## src/hdl/crlru_pkg.sv

```systemverilog
`default_nettype none
package crlru_pkg;
	localparam int ENTRIES_DEF = 16;
	localparam int VALUE_BITS_DEF = 64;
	localparam int KEY_W = 32;
	localparam int USE_W = 16;
	localparam int STAMP_W = 32;
	localparam int CAP_W = 5;
	localparam logic [CAP_W-1:0] CAP_RESET = 5'd16;

	localparam logic [1:0] CMD_GET = 2'd0;
	localparam logic [1:0] CMD_PUT = 2'd1;
	localparam logic [1:0] CMD_CLR = 2'd2;
	localparam logic [1:0] POL_LRU = 2'd0;
	localparam logic [1:0] POL_MRU = 2'd1;
	localparam logic [1:0] POL_MFU = 2'd2;
	localparam logic [1:0] POL_BAD = 2'd3;

	typedef struct packed {
		logic load;
		logic scan_clr;
		logic scan_step;
		logic commit;
		logic emit;
	} crlru_cmd_t;

	typedef struct packed {
		logic scan_last;
	} crlru_sts_t;
endpackage
`default_nettype wire

```

## src/hdl/crlru_ctrl.sv

```systemverilog
`default_nettype none
module crlru_ctrl
	import crlru_pkg::*;
(
	input  wire logic clk,
	input  wire logic arst_n,
	input  wire logic start,
	output logic busy,
	output crlru_cmd_t cmd_o,
	input  wire crlru_sts_t sts_i
);
	typedef enum logic [1:0] {S_IDLE, S_SCAN, S_COMMIT, S_EMIT} state_t;
	state_t state_q;

	always_ff @(posedge clk or negedge arst_n) begin
		if (!arst_n) begin
			state_q <= S_IDLE;
		end else begin
			case (state_q)
				S_IDLE: if (start) state_q <= S_SCAN;
				S_SCAN: if (sts_i.scan_last) state_q <= S_COMMIT;
				S_COMMIT: state_q <= S_EMIT;
				S_EMIT: state_q <= S_IDLE;
				default: state_q <= S_IDLE;
			endcase
		end
	end

	assign busy = (state_q != S_IDLE);

	always_comb begin
		cmd_o = '0;
		cmd_o.load = (state_q == S_IDLE) && start;
		cmd_o.scan_clr = cmd_o.load;
		cmd_o.scan_step = (state_q == S_SCAN);
		cmd_o.commit = (state_q == S_COMMIT);
		cmd_o.emit = (state_q == S_EMIT);
	end

	a_one_emit: assert property (@(posedge clk) disable iff (!arst_n)
		cmd_o.emit |=> !cmd_o.emit) else $error("double emit");
	a_commit_before_emit: assert property (@(posedge clk) disable iff (!arst_n)
		cmd_o.emit |-> $past(cmd_o.commit)) else $error("emit without commit");
	a_busy_after_start: assert property (@(posedge clk) disable iff (!arst_n)
		(start && !busy) |=> busy) else $error("start not taken");
endmodule
`default_nettype wire

```

## src/hdl/crlru_dp.sv

```systemverilog
`default_nettype none
module crlru_dp
	import crlru_pkg::*;
#(
	parameter int ENTRIES = ENTRIES_DEF,
	parameter int VALUE_BITS = VALUE_BITS_DEF
)(
	input  wire logic clk,
	input  wire logic arst_n,
	input  wire crlru_cmd_t cmd_i,
	output crlru_sts_t sts_o,
	input  wire logic [CAP_W-1:0] cap_i,
	input  wire logic [1:0] cmd,
	input  wire logic signed [KEY_W-1:0] key,
	input  wire logic [63:0] value,
	input  wire logic [1:0] policy,
	output logic done,
	output logic hit,
	output logic [63:0] read_value,
	output logic evicted,
	output logic signed [KEY_W-1:0] evicted_key
);
	localparam int IW = (ENTRIES > 1) ? $clog2(ENTRIES) : 1;
	localparam int CW = $clog2(ENTRIES + 1);

	logic [ENTRIES-1:0] valid_q;
	logic [KEY_W-1:0] key_q [ENTRIES];
	logic [VALUE_BITS-1:0] data_q [ENTRIES];
	logic [USE_W-1:0] use_q [ENTRIES];
	logic [STAMP_W-1:0] stamp_q [ENTRIES];
	logic [STAMP_W-1:0] ctr_q;
	logic [CW-1:0] count_q;

	logic [1:0] op_q, pol_q;
	logic [KEY_W-1:0] k_q;
	logic [VALUE_BITS-1:0] v_q;

	logic [IW-1:0] idx_q;
	logic found_q, vfound_q, free_found_q;
	logic [IW-1:0] fidx_q, vidx_q, free_q;
	logic [STAMP_W-1:0] vage_q;
	logic [USE_W-1:0] vuse_q;

	logic hit_q, ev_q;
	logic [63:0] rv_q;
	logic [KEY_W-1:0] ek_q;
	logic done_q;

	logic [STAMP_W-1:0] age_c;
	logic better_c;
	logic [CW-1:0] cap_eff;

	assign sts_o.scan_last = (32'(idx_q) == ENTRIES - 1);
	assign age_c = ctr_q - stamp_q[idx_q];

	always_comb begin
		better_c = 1'b0;
		case (pol_q)
			POL_LRU: better_c = age_c > vage_q;
			POL_MRU: better_c = age_c < vage_q;
			default: better_c = (use_q[idx_q] > vuse_q) ||
				((use_q[idx_q] == vuse_q) && (age_c > vage_q));
		endcase
		if (cap_i == '0) cap_eff = CW'(1);
		else if (32'(cap_i) > ENTRIES) cap_eff = CW'(ENTRIES);
		else cap_eff = CW'(cap_i);
	end

	always_ff @(posedge clk) begin
		if (cmd_i.load) begin
			op_q <= cmd;
			pol_q <= policy;
			k_q <= key;
			v_q <= value[VALUE_BITS-1:0];
		end
		if (cmd_i.scan_clr) begin
			idx_q <= '0;
			found_q <= 1'b0;
			vfound_q <= 1'b0;
			free_found_q <= 1'b0;
		end else if (cmd_i.scan_step) begin
			if (valid_q[idx_q]) begin
				if (!found_q && key_q[idx_q] == k_q) begin
					found_q <= 1'b1;
					fidx_q <= idx_q;
				end
				if (!vfound_q || better_c) begin
					vfound_q <= 1'b1;
					vidx_q <= idx_q;
					vage_q <= age_c;
					vuse_q <= use_q[idx_q];
				end
			end else if (!free_found_q) begin
				free_found_q <= 1'b1;
				free_q <= idx_q;
			end
			if (!sts_o.scan_last) idx_q <= idx_q + 1'b1;
		end
	end

	always_ff @(posedge clk or negedge arst_n) begin
		if (!arst_n) begin
			valid_q <= '0;
			ctr_q <= '0;
			count_q <= '0;
			done_q <= 1'b0;
		end else begin
			done_q <= cmd_i.emit;
			if (cmd_i.commit) begin
				hit_q <= 1'b0;
				rv_q <= '0;
				ev_q <= 1'b0;
				ek_q <= '0;
				case (op_q)
					CMD_GET: if (found_q) begin
						hit_q <= 1'b1;
						rv_q <= 64'(data_q[fidx_q]);
						if (use_q[fidx_q] != '1) use_q[fidx_q] <= use_q[fidx_q] + 1'b1;
						stamp_q[fidx_q] <= ctr_q;
						ctr_q <= ctr_q + 1'b1;
					end
					CMD_PUT: if (found_q) begin
						hit_q <= 1'b1;
						data_q[fidx_q] <= v_q;
						if (use_q[fidx_q] != '1) use_q[fidx_q] <= use_q[fidx_q] + 1'b1;
						stamp_q[fidx_q] <= ctr_q;
						ctr_q <= ctr_q + 1'b1;
					end else if (count_q >= cap_eff) begin
						if (pol_q != POL_BAD && vfound_q) begin
							ev_q <= 1'b1;
							ek_q <= key_q[vidx_q];
							key_q[vidx_q] <= k_q;
							data_q[vidx_q] <= v_q;
							use_q[vidx_q] <= USE_W'(1);
							stamp_q[vidx_q] <= ctr_q;
							ctr_q <= ctr_q + 1'b1;
						end
					end else if (free_found_q) begin
						valid_q[free_q] <= 1'b1;
						key_q[free_q] <= k_q;
						data_q[free_q] <= v_q;
						use_q[free_q] <= USE_W'(1);
						stamp_q[free_q] <= ctr_q;
						ctr_q <= ctr_q + 1'b1;
						count_q <= count_q + 1'b1;
					end
					CMD_CLR: begin
						valid_q <= '0;
						count_q <= '0;
					end
					default: ;
				endcase
			end
		end
	end

	assign done = done_q;
	assign hit = done_q & hit_q;
	assign read_value = done_q ? rv_q : '0;
	assign evicted = done_q & ev_q;
	assign evicted_key = done_q ? ek_q : '0;

	a_count_bound: assert property (@(posedge clk) disable iff (!arst_n)
		32'(count_q) <= ENTRIES) else $error("fill count overflow");
	a_count_match: assert property (@(posedge clk) disable iff (!arst_n)
		32'(count_q) == $countones(valid_q)) else $error("fill count mismatch");
	a_ev_put: assert property (@(posedge clk) disable iff (!arst_n)
		(cmd_i.commit && op_q != CMD_PUT) |=> !ev_q) else $error("evict off put");
endmodule
`default_nettype wire

```

## src/hdl/cache_replacement_lru_mru_mfu.sv

```systemverilog
// A new start is taken only while idle; busy is high during the work.
// The scan reads one entry per cycle for key match, free slot and victim.
// Result is shown one cycle with done; the receiver cannot stall.
// Reset clears valid bits, stamp counter, fill count; capacity resets to 16.
`default_nettype none
module cache_replacement_lru_mru_mfu
	import crlru_pkg::*;
#(
	parameter int ENTRIES = ENTRIES_DEF,
	parameter int VALUE_BITS = VALUE_BITS_DEF
)(
	input  wire logic clk,
	input  wire logic arst_n,
	input  wire logic start,
	output logic busy,
	input  wire logic [1:0] cmd,
	input  wire logic signed [KEY_W-1:0] key,
	input  wire logic [63:0] value,
	input  wire logic [1:0] policy,
	input  wire logic cfg_valid,
	output logic cfg_ready,
	input  wire logic [CAP_W-1:0] cfg_data,
	output logic done,
	output logic hit,
	output logic [63:0] read_value,
	output logic evicted,
	output logic signed [KEY_W-1:0] evicted_key
);
	logic [CAP_W-1:0] cap_q;
	crlru_cmd_t cmd_w;
	crlru_sts_t sts_w;

	assign cfg_ready = 1'b1;
	always_ff @(posedge clk or negedge arst_n) begin
		if (!arst_n) cap_q <= CAP_RESET;
		else if (cfg_valid) cap_q <= cfg_data;
	end

	crlru_ctrl u_ctrl (
		.clk(clk), .arst_n(arst_n), .start(start), .busy(busy),
		.cmd_o(cmd_w), .sts_i(sts_w)
	);

	crlru_dp #(.ENTRIES(ENTRIES), .VALUE_BITS(VALUE_BITS)) u_dp (
		.clk(clk), .arst_n(arst_n), .cmd_i(cmd_w), .sts_o(sts_w), .cap_i(cap_q),
		.cmd(cmd), .key(key), .value(value), .policy(policy), .done(done),
		.hit(hit), .read_value(read_value), .evicted(evicted),
		.evicted_key(evicted_key)
	);
endmodule
`default_nettype wire
```

## config.mk

```make
export PLATFORM = sky130hd
export DESIGN_NAME = cache_replacement_lru_mru_mfu
export DESIGN_NICKNAME = d
export VERILOG_FILES = /design/src/hdl/crlru_pkg.sv /design/src/hdl/crlru_ctrl.sv /design/src/hdl/crlru_dp.sv /design/src/hdl/cache_replacement_lru_mru_mfu.sv
export SDC_FILE = /design/constraint.sdc
export NUM_CORES = 2
export LEC_CHECK = 0
export BUFFER_PORTS_ARGS = -buffer_cell sky130_fd_sc_hd__buf_2
export CAP_MARGIN = 10
export CORE_ASPECT_RATIO = 1.1
export CORE_MARGIN = 1
export CORE_UTILIZATION = 45
export CTS_CLUSTER_SIZE = 8
export DETAILED_ROUTE_END_ITERATION = 10
export GPL_ROUTABILITY_DRIVEN = 0
export HOLD_SLACK_MARGIN = 0.08
export SLEW_MARGIN = 30
export SYNTH_ARGS = -nofsm -noshare
export SYNTH_HDL_FRONTEND = slang
export SYNTH_HIERARCHICAL = 1
export SYNTH_SLANG_ARGS = --single-unit
```

## constraint.sdc

```tcl
create_clock -name clk -period 13.5 [get_ports clk]
set_input_delay 2.7 -clock clk [delete_from_list [all_inputs] [get_ports clk]]
set_output_delay 2.7 -clock clk [all_outputs]
set_load 0.01 [all_outputs]
```

Yosys cells after proc, flatten, opt, wreduce, memory -nomap -nowiden. Memory sizes are Yosys's and may differ from the RTL's. A register that Yosys moved wholly into a read port is not among the register bits. Index checks and enable logic that the tools add are counted. W data, S select, Z words.

Flip-flop bits (word level): 230. Latch bits: 0. Memory bits (writable): 2304. Memory bits (read-only): 0. Bits of input ports: 109. Output and inout port bits: 101. Memories: 4.

Add/subtract/negate cells: 5. Multipliers: 0. Div/mod/pow operators: 0. Magnitude comparators: 8. Eq/ne operators: 19. Shift operators: 0. Multiplexer cells: 83. Bitwise logic cells: 12. Reduce and logical (&&, ||, !) cells: 44.

Memory list: u_dp.data_q (words 16, bits a word 64, rd ports 1, clocked after Yosys merged registers in 1, wr ports 1, RTL line crlru_dp.sv:28) `logic [VALUE_BITS-1:0] data_q [ENTRIES];`; u_dp.key_q (words 16, bits a word 32, rd ports 2, clocked after Yosys merged registers in 2, wr ports 1, RTL line crlru_dp.sv:27) `logic [KEY_W-1:0] key_q [ENTRIES];`; u_dp.stamp_q (words 16, bits a word 32, rd ports 1, clocked after Yosys merged registers in 1, wr ports 1, RTL line crlru_dp.sv:30) `logic [STAMP_W-1:0] stamp_q [ENTRIES];`; u_dp.use_q (words 16, bits a word 16, rd ports 2, clocked after Yosys merged registers in 2, wr ports 1, RTL line crlru_dp.sv:29) `logic [USE_W-1:0] use_q [ENTRIES];`.

Operators by type and width (count): $mux W32 (10); $mux W64 (3); $reduce_or A64 Y1 (2); $mux W16 (6); $reduce_or A32 Y1 (3); $pmux W32 S2 (1); $mux W4 (14); $mux W1 (36); $add A32 B1 Y32 const B (1); $eq A32 B32 Y1 (1); $gt A32 B32 Y1 (1); $lt A32 B32 Y1 (1); $pmux W16 S2 (1); $reduce_or A16 Y1 (2); $sub A32 B32 Y32 (1); $mux W5 (5); $add A16 B1 Y16 const B (1); $eq A16 B16 Y1 (1); $gt A16 B16 Y1 (1); $ne A16 B16 Y1 const B (1); $or A16 B16 Y16 (1); $reduce_and A4 Y1 (3); $logic_and A1 B1 Y1 (11); $lt A4 B5 Y1 const B (2); other kinds (31) (62).

Depth between registers and ports, before layout.
Word-level depth: 13. Gate-level depth with buffers: 32. Gate-level depth less buffers: 24.

Hierarchy. The synthesis kept the hierarchy.

By module, submodules not included: crlru_dp (instances 1, cells each 5118, area an instance 108907.0 µm², seq. area each 78585.4 µm²); cache_replacement_lru_mru_mfu (instances 1, cells each 12, area an instance 193.9 µm², seq. area each 126.4 µm²); crlru_ctrl (instances 1, cells each 17, area an instance 182.7 µm², seq. area each 50.0 µm²).

Worst setup path after synthesis. No wires, ideal clock.

Path type: input -> register. From: input arst_n. To: memory u_dp/data_q[10][0] (netlist bit), enable pin. Data arrival time: 10909 ps. Required time: 12935 ps. Setup slack: 2027 ps. Stages on the path: 7. Path through: nand2_1 inv_1 clkbuf_1 nand3_1 and2_1 buf_1 nor3_1.

Cells in the longest elaborated chain, start to end: 5.

Ends and longest elaborated chain: start, declared (RTL line cache_replacement_lru_mru_mfu.sv:13) `input wire logic arst_n,`; $logic_and A1 B1 Y1 (implied by the code) (RTL line crlru_dp.sv:133) `data_q[vidx_q] <= v_q;`; $mux W1 (implied by the code) (RTL line crlru_dp.sv:133); $reduce_or A64 Y1 (no source line); $mux W4 (no source line) or $mux W1 (tied branches) (2 in series); end, declared (RTL line crlru_dp.sv:28).

Several ways; a longest one is shown, not always the timed one.

==> impl_metrics.toml <==
[synth]
synth_top_family_by_area = "multiplexers"
seq_area_frac_synth_pct = 72.1
synth-async-reset-ratio_pct = 2.31
post_synth_num_cell_types = 78
synth_xor_area_share_pct = 0.890
syn_nets = 5350
synthSimpleGateAreaFrac_pct = 3.17
muxShareOfSynthArea_pct = 19.8
syn_inst = 5147
synth_fa_ha_area_share_pct = 1.08
avgSynthCellArea_um2 = 21.2
ys.flop_type = "edfxtp_1"
ys_ff_latch = 2638
yosysWarnings = 6
synth-edff-count = 2562
synthesis.area_mm2 = 0.109
synth_compound_area_share_pct = 1.48

[timing]
worst_hold_slack_ps = 495
setup-tns-final_ps = 0
fmax_mhz = 118
setup_viol = 0
final-max-slew-violation-count = 0
maxSlewHeadroom_pct = 31.0
fin_crit_sh_pct = 62.7
fin_crit_ps = 8460
tightest_slew_ps = 1030
hold_viol = 0
grt_setup_unrepaired = "false"
clock_skew_ps = 96.5
finalWorstSetupSlack_ps = 5040

[route]
vias = 54100
drtPass1Iterations = 5
drc_errors = 0
drt-initial-drc-count = 5309
ant_nets = 0
viasPerCell = 6.11
drt-total-wl_um = 273000
wire_per_inst_um = 30.8

[clocking]
cts.sinks = 2638
worstSkewPairLatency_ps = 990
h-tree-depth = 5
path_clk_slew_ps = 50
cts_setup_buffers = 0
cts_resized = 0
numCtsBuffers = 380
cts_tree = "done"
cts_root_buf = "clkbuf_16"
ctsHoldBuffers = 0
clock_path_buffers = 4

[global_routing]
grt_pass1_vias = 57000
track_usage_pct = 22.4
grt_max_degree = 131
grt_pass1_wl_um = 398000
antenna_found_initial = 17
overflow = 0

[place]
portBuffers = 208
dp_cells = 8365
pre_cts_ws_ps = 4990
hpwl_um = 144000
dpl_cell_area_mm2 = 0.115

[critical_path]
critical_path_arrival_ps = 8990
cp_max_fo = 44
worstSetupEndpointType = "flip-flop"
critPathKind = "reg2reg"
cp.required_ps = 14030
start_kind = "flip-flop"

[layout]
fin_area_mm2 = 0.125
finish.utilization_pct = 51.8
drive_gt1_share_pct = 31.2
fin_nets = 5801
instances_no_fill = 8862
layout_common_cells = "2562 x edfxtp_1, 917 x mux4_2, 383 x clkbuf_16"
layout_commonest_cell = "edfxtp_1"
syn_to_final_growth_pct = 14.3

[floorplan]
dieWidth_um = 472
rows = 189
io_pins = 210
initial_utilization_pct = 45.3
die_area_mm2 = 0.245
dieHeight_um = 519
core_area_mm2 = 0.241

[power]
p_per_area_mw_per_mm2 = 172
ir_drop_mv = 0.125
p_leak_nw = 40.0
total_power_mw = 21.5

[outcome]
status = "complete, no violations"

[job]
drv_cap = 0

[worst_hold_path]
hold_path.class = "reg2reg"
[worst paths after layout]
| path | from | end | slack (ps) | depth (start not counted) |
|---|---|---|---|---|
| max in group asynchronous | arst_n | u_dp/ctr_q[26] | 10840 | 2 |
| min in group asynchronous | arst_n | cap_q[0] | 1750 | 1 |
| min reg2reg | u_dp/valid_q[15] | u_dp/valid_q[15] | 500 | 2 |
| max | flip-flop | u_dp/vidx_q[2] | 5040 | 24 |
| min | u_dp/valid_q[15] | u_dp/valid_q[15] | 500 | 2 |
| max reg2reg | flip-flop | u_dp/vidx_q[2] | 5040 | 24 |
[layer usage]
layer	global-route usage, %	up-vias	share of wire (%)
met3	3.94	396	6.7
met4	6.37	10	2.3
met1	31.1	29200	42
met5	0	-	0.023
li1	-	22400	-
met2	36.4	2118	49
[power breakdown]
part | internal, mW | total (mW) | switching (mW)
sequential | 9.40 | 9.77 | 0.372
combinational | 1.51 | 3.42 | 1.90
clock | 5.05 | 8.27 | 3.21
[cell families after synthesis]
| logic type | count (synthesis) |
|---|---|
| AO/OA/AOI/OAI | 253 |
| XOR/XNOR | 111 |
| buffers and inverters | 391 |
| AND/OR/NAND/NOR | 662 |
| adder cells (fa/ha/maj) | 94 |
| flip-flops | 2638 |
| other | 1 |
| multiplexers | 997 |
[flip-flops by register name, summed over array words and instances (netlist names), 2 cells and up, named ones only]
| name | count |
|---|---|
| u_dp/k_q | 32 |
| u_dp/v_q | 64 |
| u_dp/ek_q | 32 |
| u_dp/fidx_q | 4 |
| u_dp/free_q | 4 |
| u_dp/vuse_q | 16 |
| u_dp/use_q | 256 |
| u_ctrl/state_q | 2 |
| cap_q | 5 |
| u_dp/stamp_q | 512 |
| u_dp/count_q | 5 |
| u_dp/vidx_q | 4 |
| u_dp/valid_q | 16 |
| u_dp/ctr_q | 32 |
| u_dp/rv_q | 64 |
| u_dp/vage_q | 32 |
| u_dp/pol_q | 2 |
| u_dp/data_q | 1024 |
| u_dp/idx_q | 4 |
| u_dp/op_q | 2 |
| u_dp/key_q | 512 |
[final cells by class]
class	instances	area [um2]
repair buffers	342	2260
clock inverters	9	146
well taps	3151	3940
diodes	7	17.5
clock buffers	479	9950
flip-flops and latches	2638	78800
inverters	118	453
fillers	18900	116000
multi-input cells	2118	29400
[synth_stat cells, types with 49 or more instances]
library cell	instances	area (um2)
xnor2_1	55	482
and3_1	52	325
xor2_1	56	490
ha_1	93	1160
nor2b_1	84	526
dfrtp_1	60	1500
nor2_1	161	604
nand2_1	96	360
edfxtp_1	2562	76900
and2_1	111	694
mux4_2	917	20700
a21oi_1	80	400
mux2i_1	54	541
inv_1	114	428
buf_1	49	184
clkbuf_1	152	571
[critical path, cell delays in order, from the launching register on]
cell and delay [ps]:
dfxtp_4 890, buf_4 760, mux4_2 600, mux4_2 480
inv_1 100, ha_1 300, a21oi_1 150, o21a_1 210
a2bb2oi_1 320, a21oi_1 150, o31ai_1 320, a21oi_1 230
a2111oi_0 450, o21bai_1 120, xor2_1 180, ha_1 310
nand4_1 100, nor2_1 100, nand2_1 70, nor2_1 190
nand4_1 150, o21ai_0 420, a21oi_1 190, a211oi_4 520
buf_4 640
Note: power is estimated with default switching activity, not from simulation.
